### src/design/edf_pkg.sv
package edf_pkg;

  localparam logic [1:0] ACT_TICK   = 2'd0;
  localparam logic [1:0] ACT_CREATE = 2'd1;
  localparam logic [1:0] ACT_SELECT = 2'd2;

  // list code forms the upper address bits of the shared list memory
  typedef enum logic [1:0] {
    LST_WAIT  = 2'd0,
    LST_READY = 2'd1,
    LST_FIFO  = 2'd2
  } list_e;

  typedef struct packed {
    logic [1:0]  action;
    logic        is_realtime;
    logic [31:0] start_ms;
    logic [31:0] relative_deadline_ms;
    logic        still_running;
  } in_item_t;

  typedef struct packed {
    logic [3:0]  task_id;
    logic        task_valid;
    logic        status;
    logic [31:0] deadlines_met;
    logic [31:0] deadlines_missed;
    logic [31:0] now_ms;
  } out_item_t;

endpackage

### src/design/edf_ram.sv
module edf_ram #(
  parameter int WIDTH = 8,
  parameter int DEPTH = 16
) (
  input  logic                     clk_i,
  input  logic                     we_i,
  input  logic [$clog2(DEPTH)-1:0] waddr_i,
  input  logic [WIDTH-1:0]         wdata_i,
  input  logic [$clog2(DEPTH)-1:0] raddr_i,
  output logic [WIDTH-1:0]         rdata_o
);

  logic [WIDTH-1:0] mem [DEPTH];

  always_ff @(posedge clk_i) begin
    if (we_i) begin
      mem[waddr_i] <= wdata_i;
    end
    rdata_o <= mem[raddr_i];
  end

endmodule

### src/design/edf_slot_alloc.sv
module edf_slot_alloc #(
  parameter int MAX_TASKS = 16,
  localparam int IW = $clog2(MAX_TASKS)
) (
  input  logic          clk_i,
  input  logic          rst_ni,
  input  logic          set_i,
  input  logic [IW-1:0] set_idx_i,
  input  logic          clr_i,
  input  logic [IW-1:0] clr_idx_i,
  output logic          found_o,
  output logic [IW-1:0] idx_o
);

  logic [MAX_TASKS-1:0] busy_q;

  always_ff @(posedge clk_i or negedge rst_ni) begin
    if (!rst_ni) begin
      busy_q <= '0;
    end else begin
      if (clr_i) begin
        busy_q[clr_idx_i] <= 1'b0;
      end
      if (set_i) begin
        busy_q[set_idx_i] <= 1'b1;
      end
    end
  end

  // lowest free slot wins
  always_comb begin
    found_o = 1'b0;
    idx_o   = '0;
    for (int i = MAX_TASKS - 1; i >= 0; i--) begin
      if (!busy_q[i]) begin
        found_o = 1'b1;
        idx_o   = IW'(i);
      end
    end
  end

endmodule

### src/design/edf_realtime_task_scheduler.sv
// channel | signals                          | direction | transfer when
// input   | in_valid_i, in_stall_o, in_data_i   | in        | valid high, stall low
// output  | out_valid_o, out_stall_i, out_data_o | out       | valid high, stall low
//
// one item at a time. a tick advances the clock; a create files the new task: a background
// task goes to the fifo tail, a real-time one into the waiting or ready list by a walk.
// a select moves waiting tasks whose start has passed into the ready list, re-files the
// running task if it is still running or else retires it, then picks the ready head, or
// the fifo head if the ready list is empty.
// reset empties all lists and frees all slots at once, no clearing pass.
// a finished result sits in the output register; the next item is taken
// meanwhile and waits at its end only if that register is still stalled.
module edf_realtime_task_scheduler
  import edf_pkg::*;
#(
  parameter int MAX_TASKS = 16,
  parameter int TIME_BITS = 32
) (
  input  logic      clk_i,
  input  logic      rst_ni,
  input  logic      in_valid_i,
  output logic      in_stall_o,
  input  in_item_t  in_data_i,
  output logic      out_valid_o,
  input  logic      out_stall_i,
  output out_item_t out_data_o
);

  localparam int TB  = TIME_BITS;
  localparam int IW  = $clog2(MAX_TASKS);
  localparam int CW  = $clog2(MAX_TASKS + 1);
  localparam int LAW = IW + 2;
  localparam int SW  = 2 * TB + 1;
  localparam logic [CW-1:0] CNT_MAX = CW'(MAX_TASKS);

  typedef enum logic [3:0] {
    S_IDLE, S_FILE, S_INS_RD, S_INS_SL, S_INS_CMP, S_REL_RD, S_REL_SL,
    S_REL_CMP, S_RUN_RD, S_RUN_CMP, S_PICK_RD, S_PICK_SET, S_DONE
  } state_e;

  typedef enum logic [1:0] {
    CTX_CREATE, CTX_RELEASE, CTX_REFILE
  } ctx_e;

  function automatic logic [IW-1:0] ring(input logic [IW-1:0] h,
                                         input logic [IW:0] off);
    logic [IW+1:0] s;
    s = {2'b00, h} + {1'b0, off};
    if (s >= (IW+2)'(MAX_TASKS)) s = s - (IW+2)'(MAX_TASKS);
    return s[IW-1:0];
  endfunction

  state_e        state_q;
  ctx_e          ctx_q;
  logic          ins_rdy_q;
  logic [CW-1:0] pos_q;
  logic [IW-1:0] ent_q;
  logic [IW-1:0] cur_slot_q;
  logic          cur_rt_q;
  logic [TB-1:0] cur_st_q, cur_dl_q;
  logic          run_still_q;
  logic [TB-1:0] clock_q;
  logic [31:0]   met_q, miss_q;
  logic [IW-1:0] w_head_q, r_head_q, f_head_q;
  logic [CW-1:0] w_cnt_q, r_cnt_q, f_cnt_q;
  logic [IW-1:0] run_slot_q;
  logic          run_valid_q;
  logic [3:0]    res_id_q;
  logic          res_valid_q, res_status_q;
  logic          out_valid_q;
  out_item_t     out_q;

  logic           acc;
  logic [TB-1:0]  in_st, in_dl;
  logic           free_found;
  logic [IW-1:0]  free_idx;
  logic           s_we;
  logic [IW-1:0]  s_raddr;
  logic [SW-1:0]  s_wdata, s_rdata;
  logic           s_rt;
  logic [TB-1:0]  s_st, s_dl;
  logic           l_we;
  logic [LAW-1:0] l_waddr, l_raddr;
  logic [IW-1:0]  l_wdata, l_rdata;
  list_e          isel;
  logic [IW-1:0]  ih;
  logic [CW-1:0]  ic;
  logic [TB-1:0]  cur_key, ent_key;
  logic           ent_less;
  logic           retire;
  state_e         fin_state;

  assign acc        = in_valid_i && (state_q == S_IDLE);
  assign in_stall_o = (state_q != S_IDLE);
  assign in_st      = TB'(in_data_i.start_ms);
  assign in_dl      = in_st + TB'(in_data_i.relative_deadline_ms);

  assign s_rt = s_rdata[2*TB];
  assign s_st = s_rdata[2*TB-1:TB];
  assign s_dl = s_rdata[TB-1:0];

  assign isel     = ins_rdy_q ? LST_READY : LST_WAIT;
  assign ih       = ins_rdy_q ? r_head_q : w_head_q;
  assign ic       = ins_rdy_q ? r_cnt_q : w_cnt_q;
  assign cur_key  = ins_rdy_q ? cur_dl_q : cur_st_q;
  assign ent_key  = ins_rdy_q ? s_dl : s_st;
  assign ent_less = ent_key < cur_key;

  assign s_we    = acc && (in_data_i.action == ACT_CREATE) && free_found;
  assign s_wdata = {in_data_i.is_realtime, in_st, in_dl};
  assign retire  = (state_q == S_RUN_CMP) && !run_still_q;

  always_comb begin
    case (ctx_q)
      CTX_RELEASE: fin_state = S_REL_RD;
      CTX_REFILE:  fin_state = S_PICK_RD;
      default:     fin_state = S_DONE;
    endcase
  end

  // memory port control
  always_comb begin
    l_we    = 1'b0;
    l_waddr = '0;
    l_wdata = '0;
    l_raddr = '0;
    s_raddr = '0;
    case (state_q)
      S_FILE: begin
        if (!cur_rt_q && (f_cnt_q < CNT_MAX)) begin
          l_we    = 1'b1;
          l_waddr = {LST_FIFO, ring(f_head_q, (IW+1)'(f_cnt_q))};
          l_wdata = cur_slot_q;
        end
      end
      S_INS_RD: begin
        if (pos_q == '0) begin
          l_we    = 1'b1;
          l_waddr = {isel, ih};
          l_wdata = cur_slot_q;
        end else begin
          l_raddr = {isel, ring(ih, (IW+1)'(pos_q - CW'(1)))};
        end
      end
      S_INS_SL: s_raddr = l_rdata;
      S_INS_CMP: begin
        l_we    = 1'b1;
        l_waddr = {isel, ring(ih, (IW+1)'(pos_q))};
        l_wdata = ent_less ? cur_slot_q : ent_q;
      end
      S_REL_RD: l_raddr = {LST_WAIT, w_head_q};
      S_REL_SL: s_raddr = l_rdata;
      S_RUN_RD: s_raddr = run_slot_q;
      S_PICK_RD: begin
        if (r_cnt_q != '0) begin
          l_raddr = {LST_READY, r_head_q};
        end else begin
          l_raddr = {LST_FIFO, f_head_q};
        end
      end
      default: ;
    endcase
  end

  edf_ram #(.WIDTH(SW), .DEPTH(MAX_TASKS)) u_slot_ram (
    .clk_i   (clk_i),
    .we_i    (s_we),
    .waddr_i (free_idx),
    .wdata_i (s_wdata),
    .raddr_i (s_raddr),
    .rdata_o (s_rdata)
  );

  edf_ram #(.WIDTH(IW), .DEPTH(4 * (2 ** IW))) u_list_ram (
    .clk_i   (clk_i),
    .we_i    (l_we),
    .waddr_i (l_waddr),
    .wdata_i (l_wdata),
    .raddr_i (l_raddr),
    .rdata_o (l_rdata)
  );

  edf_slot_alloc #(.MAX_TASKS(MAX_TASKS)) u_alloc (
    .clk_i     (clk_i),
    .rst_ni    (rst_ni),
    .set_i     (s_we),
    .set_idx_i (free_idx),
    .clr_i     (retire),
    .clr_idx_i (run_slot_q),
    .found_o   (free_found),
    .idx_o     (free_idx)
  );

  always_ff @(posedge clk_i or negedge rst_ni) begin
    if (!rst_ni) begin
      state_q      <= S_IDLE;
      ctx_q        <= CTX_CREATE;
      ins_rdy_q    <= 1'b0;
      pos_q        <= '0;
      ent_q        <= '0;
      cur_slot_q   <= '0;
      cur_rt_q     <= 1'b0;
      cur_st_q     <= '0;
      cur_dl_q     <= '0;
      run_still_q  <= 1'b0;
      clock_q      <= '0;
      met_q        <= '0;
      miss_q       <= '0;
      w_head_q     <= '0;
      r_head_q     <= '0;
      f_head_q     <= '0;
      w_cnt_q      <= '0;
      r_cnt_q      <= '0;
      f_cnt_q      <= '0;
      run_slot_q   <= '0;
      run_valid_q  <= 1'b0;
      res_id_q     <= '0;
      res_valid_q  <= 1'b0;
      res_status_q <= 1'b0;
      out_valid_q  <= 1'b0;
      out_q        <= '0;
    end else begin
      if (out_valid_q && !out_stall_i && (state_q != S_DONE)) begin
        out_valid_q <= 1'b0;
      end
      case (state_q)
        S_IDLE: begin
          if (acc) begin
            res_id_q     <= '0;
            res_valid_q  <= 1'b0;
            res_status_q <= 1'b0;
            state_q      <= S_DONE;
            case (in_data_i.action)
              ACT_TICK: clock_q <= clock_q + TB'(1);
              ACT_CREATE: begin
                if (!free_found) begin
                  res_status_q <= 1'b1;
                end else begin
                  cur_slot_q  <= free_idx;
                  cur_rt_q    <= in_data_i.is_realtime;
                  cur_st_q    <= in_st;
                  cur_dl_q    <= in_dl;
                  res_id_q    <= 4'(free_idx);
                  res_valid_q <= 1'b1;
                  ctx_q       <= CTX_CREATE;
                  state_q     <= S_FILE;
                end
              end
              ACT_SELECT: begin
                run_still_q <= in_data_i.still_running;
                state_q     <= S_REL_RD;
              end
              default: ;
            endcase
          end
        end
        S_FILE: begin
          if (cur_rt_q) begin
            ins_rdy_q <= !(clock_q < cur_st_q);
            if (clock_q < cur_st_q) begin
              pos_q   <= w_cnt_q;
              state_q <= (w_cnt_q < CNT_MAX) ? S_INS_RD : fin_state;
            end else begin
              pos_q   <= r_cnt_q;
              state_q <= (r_cnt_q < CNT_MAX) ? S_INS_RD : fin_state;
            end
          end else begin
            if (f_cnt_q < CNT_MAX) begin
              f_cnt_q <= f_cnt_q + CW'(1);
            end
            state_q <= fin_state;
          end
        end
        S_INS_RD: begin
          if (pos_q == '0) begin
            if (ins_rdy_q) r_cnt_q <= r_cnt_q + CW'(1);
            else           w_cnt_q <= w_cnt_q + CW'(1);
            state_q <= fin_state;
          end else begin
            state_q <= S_INS_SL;
          end
        end
        S_INS_SL: begin
          ent_q   <= l_rdata;
          state_q <= S_INS_CMP;
        end
        S_INS_CMP: begin
          // tail-first walk: shift entries up until a smaller key is met
          if (ent_less) begin
            if (ins_rdy_q) r_cnt_q <= r_cnt_q + CW'(1);
            else           w_cnt_q <= w_cnt_q + CW'(1);
            state_q <= fin_state;
          end else begin
            pos_q   <= pos_q - CW'(1);
            state_q <= S_INS_RD;
          end
        end
        S_REL_RD: state_q <= (w_cnt_q != '0) ? S_REL_SL : S_RUN_RD;
        S_REL_SL: begin
          ent_q   <= l_rdata;
          state_q <= S_REL_CMP;
        end
        S_REL_CMP: begin
          if (s_st < clock_q) begin
            w_head_q   <= ring(w_head_q, (IW+1)'(1));
            w_cnt_q    <= w_cnt_q - CW'(1);
            cur_slot_q <= ent_q;
            cur_rt_q   <= s_rt;
            cur_st_q   <= s_st;
            cur_dl_q   <= s_dl;
            ctx_q      <= CTX_RELEASE;
            state_q    <= S_FILE;
          end else begin
            state_q <= S_RUN_RD;
          end
        end
        S_RUN_RD: state_q <= run_valid_q ? S_RUN_CMP : S_PICK_RD;
        S_RUN_CMP: begin
          if (run_still_q) begin
            cur_slot_q <= run_slot_q;
            cur_rt_q   <= s_rt;
            cur_st_q   <= s_st;
            cur_dl_q   <= s_dl;
            ctx_q      <= CTX_REFILE;
            state_q    <= S_FILE;
          end else begin
            if (s_rt) begin
              if (s_dl > clock_q) met_q  <= met_q + 32'd1;
              else                miss_q <= miss_q + 32'd1;
            end
            state_q <= S_PICK_RD;
          end
        end
        S_PICK_RD: begin
          run_valid_q <= 1'b0;
          run_slot_q  <= '0;
          if ((r_cnt_q != '0) || (f_cnt_q != '0)) begin
            state_q <= S_PICK_SET;
          end else begin
            state_q <= S_DONE;
          end
        end
        S_PICK_SET: begin
          run_slot_q  <= l_rdata;
          run_valid_q <= 1'b1;
          res_id_q    <= 4'(l_rdata);
          res_valid_q <= 1'b1;
          if (r_cnt_q != '0) begin
            r_head_q <= ring(r_head_q, (IW+1)'(1));
            r_cnt_q  <= r_cnt_q - CW'(1);
          end else begin
            f_head_q <= ring(f_head_q, (IW+1)'(1));
            f_cnt_q  <= f_cnt_q - CW'(1);
          end
          state_q <= S_DONE;
        end
        S_DONE: begin
          if (!out_valid_q || !out_stall_i) begin
            out_valid_q            <= 1'b1;
            out_q.task_id          <= res_id_q;
            out_q.task_valid       <= res_valid_q;
            out_q.status           <= res_status_q;
            out_q.deadlines_met    <= met_q;
            out_q.deadlines_missed <= miss_q;
            out_q.now_ms           <= 32'(clock_q);
            state_q                <= S_IDLE;
          end
        end
        default: state_q <= S_IDLE;
      endcase
    end
  end

  assign out_valid_o = out_valid_q;
  assign out_data_o  = out_q;

endmodule

### config.mk
export PLATFORM = sky130hd
export DESIGN_NAME = edf_realtime_task_scheduler
export DESIGN_NICKNAME = d
export VERILOG_FILES = /design/src/design/edf_pkg.sv /design/src/design/edf_ram.sv /design/src/design/edf_slot_alloc.sv /design/src/design/edf_realtime_task_scheduler.sv
export SDC_FILE = /design/constraint.sdc
export NUM_CORES = 2
export LEC_CHECK = 0
export ABC_AREA = 1
export BUFFER_PORTS_ARGS = -buffer_cell sky130_fd_sc_hd__buf_2
export CORE_MARGIN = 8
export CORE_UTILIZATION = 39
export DETAILED_ROUTE_END_ITERATION = 7
export GPL_ROUTABILITY_DRIVEN = 0
export PLACE_DENSITY = 0.54
export SYNTH_ARGS = -nofsm -noshare
export SYNTH_HDL_FRONTEND = slang
export SYNTH_SLANG_ARGS = --single-unit
### constraint.sdc
create_clock -name clk_i -period 8 [get_ports clk_i]
set_input_delay 0.4 -clock clk_i [delete_from_list [all_inputs] [get_ports clk_i]]
set_output_delay 0.4 -clock clk_i [all_outputs]
set_load 0.02 [all_outputs]
==> run_results.csv <==
group,metric,value,unit
status,outcome,"completed",
place,io_buffers,175,
place,dp_hpwl,136,mm
drt,post_drt_wl_per_cell,21.8,µm
timing,worst_slack,3.63,ns
timing,drv_slew,0,
final_layout,finalInstanceArea,85600,µm²
setup_path,critPathKind,"flop to flop",
worst_hold_path,worstHoldPathType,"primary input to flop",
setup_path,r2r_start,"clock_q[14]",
setup_path,crit_path_start,"clock_q[14]",
timing,final_hold_viol_count,0,
worst_hold_path,min_from,"in_data_i[61]",
global_routing,track_usage,20.5,%
drt,remaining_drc_errors,0,
global_routing,grt_max_degree,223,
floorplan,rows,162,
place,dp_slack,3.55,ns
floorplan,io_pins,176,
logic_synthesis,syn-cell-area,75900,µm²
cts,cts.sinks,1672,
floorplan,die_h,457,µm
setup_path,crit_chain,"inv_1 > ha_1 > nand2_1 > inv_1 > nand3_1 > nor3_1 > nor4b_1 > nand2_1 > nand2_1 > nand2_2 > o21ai_0 > nand2_1",
global_routing,antenna_found_initial,19,
logic_synthesis,seq_area_frac_synth,63.0,%
power,cellLeakagePower,0.0341,µW
drt,routed.top_layer,"met5",
final_layout,most-common-layout-cells,"nand2_1 (1481), edfxtp_1 (1264), inv_1 (974)",
setup_path,cpMaxStageDelayCell,"nand2_1",
drt,wl_met2,99.4,mm
final_layout,drive_above_1_share,8.53,%
logic_synthesis,yosysTopAreaCell,"edfxtp_1",
cts,postCtsSetupBuffers,0,
final_layout,fin_nets,7721,
drt,detail-route-antenna-nets,0,
final_layout,fillers,18100,
timing,fin_skew,0.0604,ns
logic_synthesis,async_flop_share,20.3,%
cts,htreeDepth,4,
logic_synthesis,synth_top_area_share,50.0,%
timing,max_slew_margin,16.3,%
setup_path,slowest_delay,0.87,ns
setup_path,cp.required,8.73,ns
logic_synthesis,ys_types,59,
timing,fmax,229,MHz
worst_hold_path,hold_path_end,"u_slot_ram.mem[11][60]",
logic_synthesis,synth_warnings,0,
final_layout,final_common_cell,"nand2_1",
setup_path,arrival,5.09,ns
timing,tightest_slew,1.25,ns
drt,routed_wl,221,mm
setup_path,path_max_fanout,37,
place,numPlacedInstances,9797,
cts,cts_tree,"yes",
logic_synthesis,synth_edf_count,1264,
global_routing,grt_overflow,0,
final_layout,stdcell_count,10200,
setup_path,startpoint_type,"flop",
drt,wl_met1,102,mm
worst_hold_path,hold_path_depth,1,
cts,cts_root_buffer,"clkbuf_16",
global_routing,grt_pass1_wl,329,mm
flow_run,drv_cap,0,
cts,clock_latency,0.85,ns
setup_path,cpMostUsedCell,"nand2_1",
place,placed_cell_area,79400,µm²
cts,clock_path_buffers,3,
logic_synthesis,syn_area_per_cell,10.4,µm²
logic_synthesis,yosys-top-cells-area,"edfxtp_1 (50%), dfrtp_1 (11%), nand2_1 (7.3%)",
setup_path,rr_worst_depth,12,
timing,period_needed,4.37,ns
cts,numCtsBuffers,181,
global_routing,grt_pass1_vias,50400,
timing,grt_setup_unrepaired,"false",
floorplan,core-area,194000,µm²
timing,timing.final.crit_share,54.6,%
floorplan,floorplan.initialDensity,39.1,%
cts,clk_pin_slew_worst_paths,0.06,ns
logic_synthesis,ys_ff_latch,1672,
power,ir_worst_vdd,0.186,mV
setup_path,reg2reg_slack,3.63,ns
drt,drtIter0Drc,5028,
drt,routed_via_density,5.23,
drt,met3_length,14.6,mm
floorplan,die_area,209000,µm²
floorplan,fp.dieW,457,µm
drt,vias,53200,
logic_synthesis,syn_inst,7292,
timing,setup_violations,0,
setup_path,worst_setup_path_end_kind,"flop",
timing,tns,0,ns
power,p_per_area,310,nW/µm²
logic_synthesis,synth_flop_cell,"edfxtp_1",
setup_path,timing.rr.end,"miss_q[2]",
final_layout,area_delta_synth_final,12.9,%
drt,firstDrtPassIters,5,
routing by layer:
layer	global-route usage, %	vias to the layer above
met2	32.1	1640
li1	-	25300
met1	29.9	26000
met3	3.23	290
met5	0	-
met4	5.50	4
cell type report:
| type | instances | area [µm²] | share of cell area (%) |
|---|---|---|---|
| Clock inverter | 100 | 1100 | 1.29 |
| Sequential cell | 1672 | 47800 | 55.8 |
| Tap cell | 2542 | 3180 | 3.71 |
| Inverter | 996 | 3750 | 4.38 |
| Timing Repair Buffer | 287 | 1830 | 2.13 |
| Clock buffer | 237 | 4890 | 5.72 |
| Multi-Input combinational cell | 4320 | 23000 | 26.9 |
| Antenna cell | 7 | 17.5 | 0.0205 |
worst max path at each step:
stage          slack (ns)              endpoint  depth (start not counted)
2_1_floorplan        2.42  u_list_ram.mem[0][1]                         16
3_3_place_gp         3.56             miss_q[2]                         12
3_5_place_dp         3.55             miss_q[2]                         12
4_1_cts              3.54             miss_q[2]                         12
5_1_grt              3.17             miss_q[2]                         12
6_report             3.63             miss_q[2]                         12
cells by family after synthesis:
group	count (synthesis)	synth area share [%]
AOI/OAI and AO/OA	1363	10.2
xor gates and xnor gates	140	1.62
adders and majority gates	191	3.22
buffers and inverters	1331	7.05
DFF	1672	63.0
muxes	24	0.356
other	1	0.00494
and+or+nand+nor	2570	14.5
power breakdown:
group / leakage, µW / switching (µW) / total, µW / internal (µW)
sequential: 0.0165 / 676 / 10800 / 10200
combinational: 0.0147 / 5190 / 7320 / 2130
clock: 0.00291 / 3560 / 8390 / 4830
synth_stat cells (all sizes together) (2+ instances only):
master	number
a211oi	7
a21boi	4
a21o	6
a21oi	381
a31oi	5
and2	9
buf	216
clkbuf	119
clkinv	3
dfrtp	339
dfxtp	69
edfxtp	1264
fa	7
ha	184
inv	993
mux2	24
nand2	1494
nand3	647
nand3b	2
nand4	43
nor2	274
nor3	59
nor4	30
nor4b	2
o2111ai	2
o211ai	301
o21a	6
o21ai	629
o21bai	6
o221ai	8
o22ai	5
or2	9
xnor2	17
xor2	123
sequential cells by signal, indices dropped and copies added (netlist names), 16 cells and up:
| register | count |
|---|---|
| clock_q | 32 |
| cur_dl_q | 32 |
| cur_st_q | 32 |
| met_q | 32 |
| miss_q | 32 |
| out_data_o | 102 |
| u_alloc.busy_q | 16 |
| u_list_ram.mem | 224 |
| u_slot_ram.mem | 1040 |
| u_slot_ram.rdata_o | 65 |
worst max-delay path: cells and delay by family, from the launching register on:
family                     cells  cell delay (ns)
AOI/OAI and AO/OA              1             0.37
adders and majority gates      1             0.31
buffers and inverters          2             0.20
DFF                            1             0.43
and+or+nand+nor                8             2.93
stage by stage:
step                      utilization [%]  power [µW]  hold slack [ns]
after floorplan                         -       15600            0.104
after global placement               40.9       18200            0.461
after detailed placement             40.9       18300            0.460
after CTS                            44.1       26700          0.00200
after global routing                 44.1       28000           0.0314
final                                44.1       26600           0.0714
what timing repair did:
action,CTS,global route
hold endpoints to repair,344,0
resized for setup,0,0
hold buffers,20,0
(Power assumes the default switching activity.)
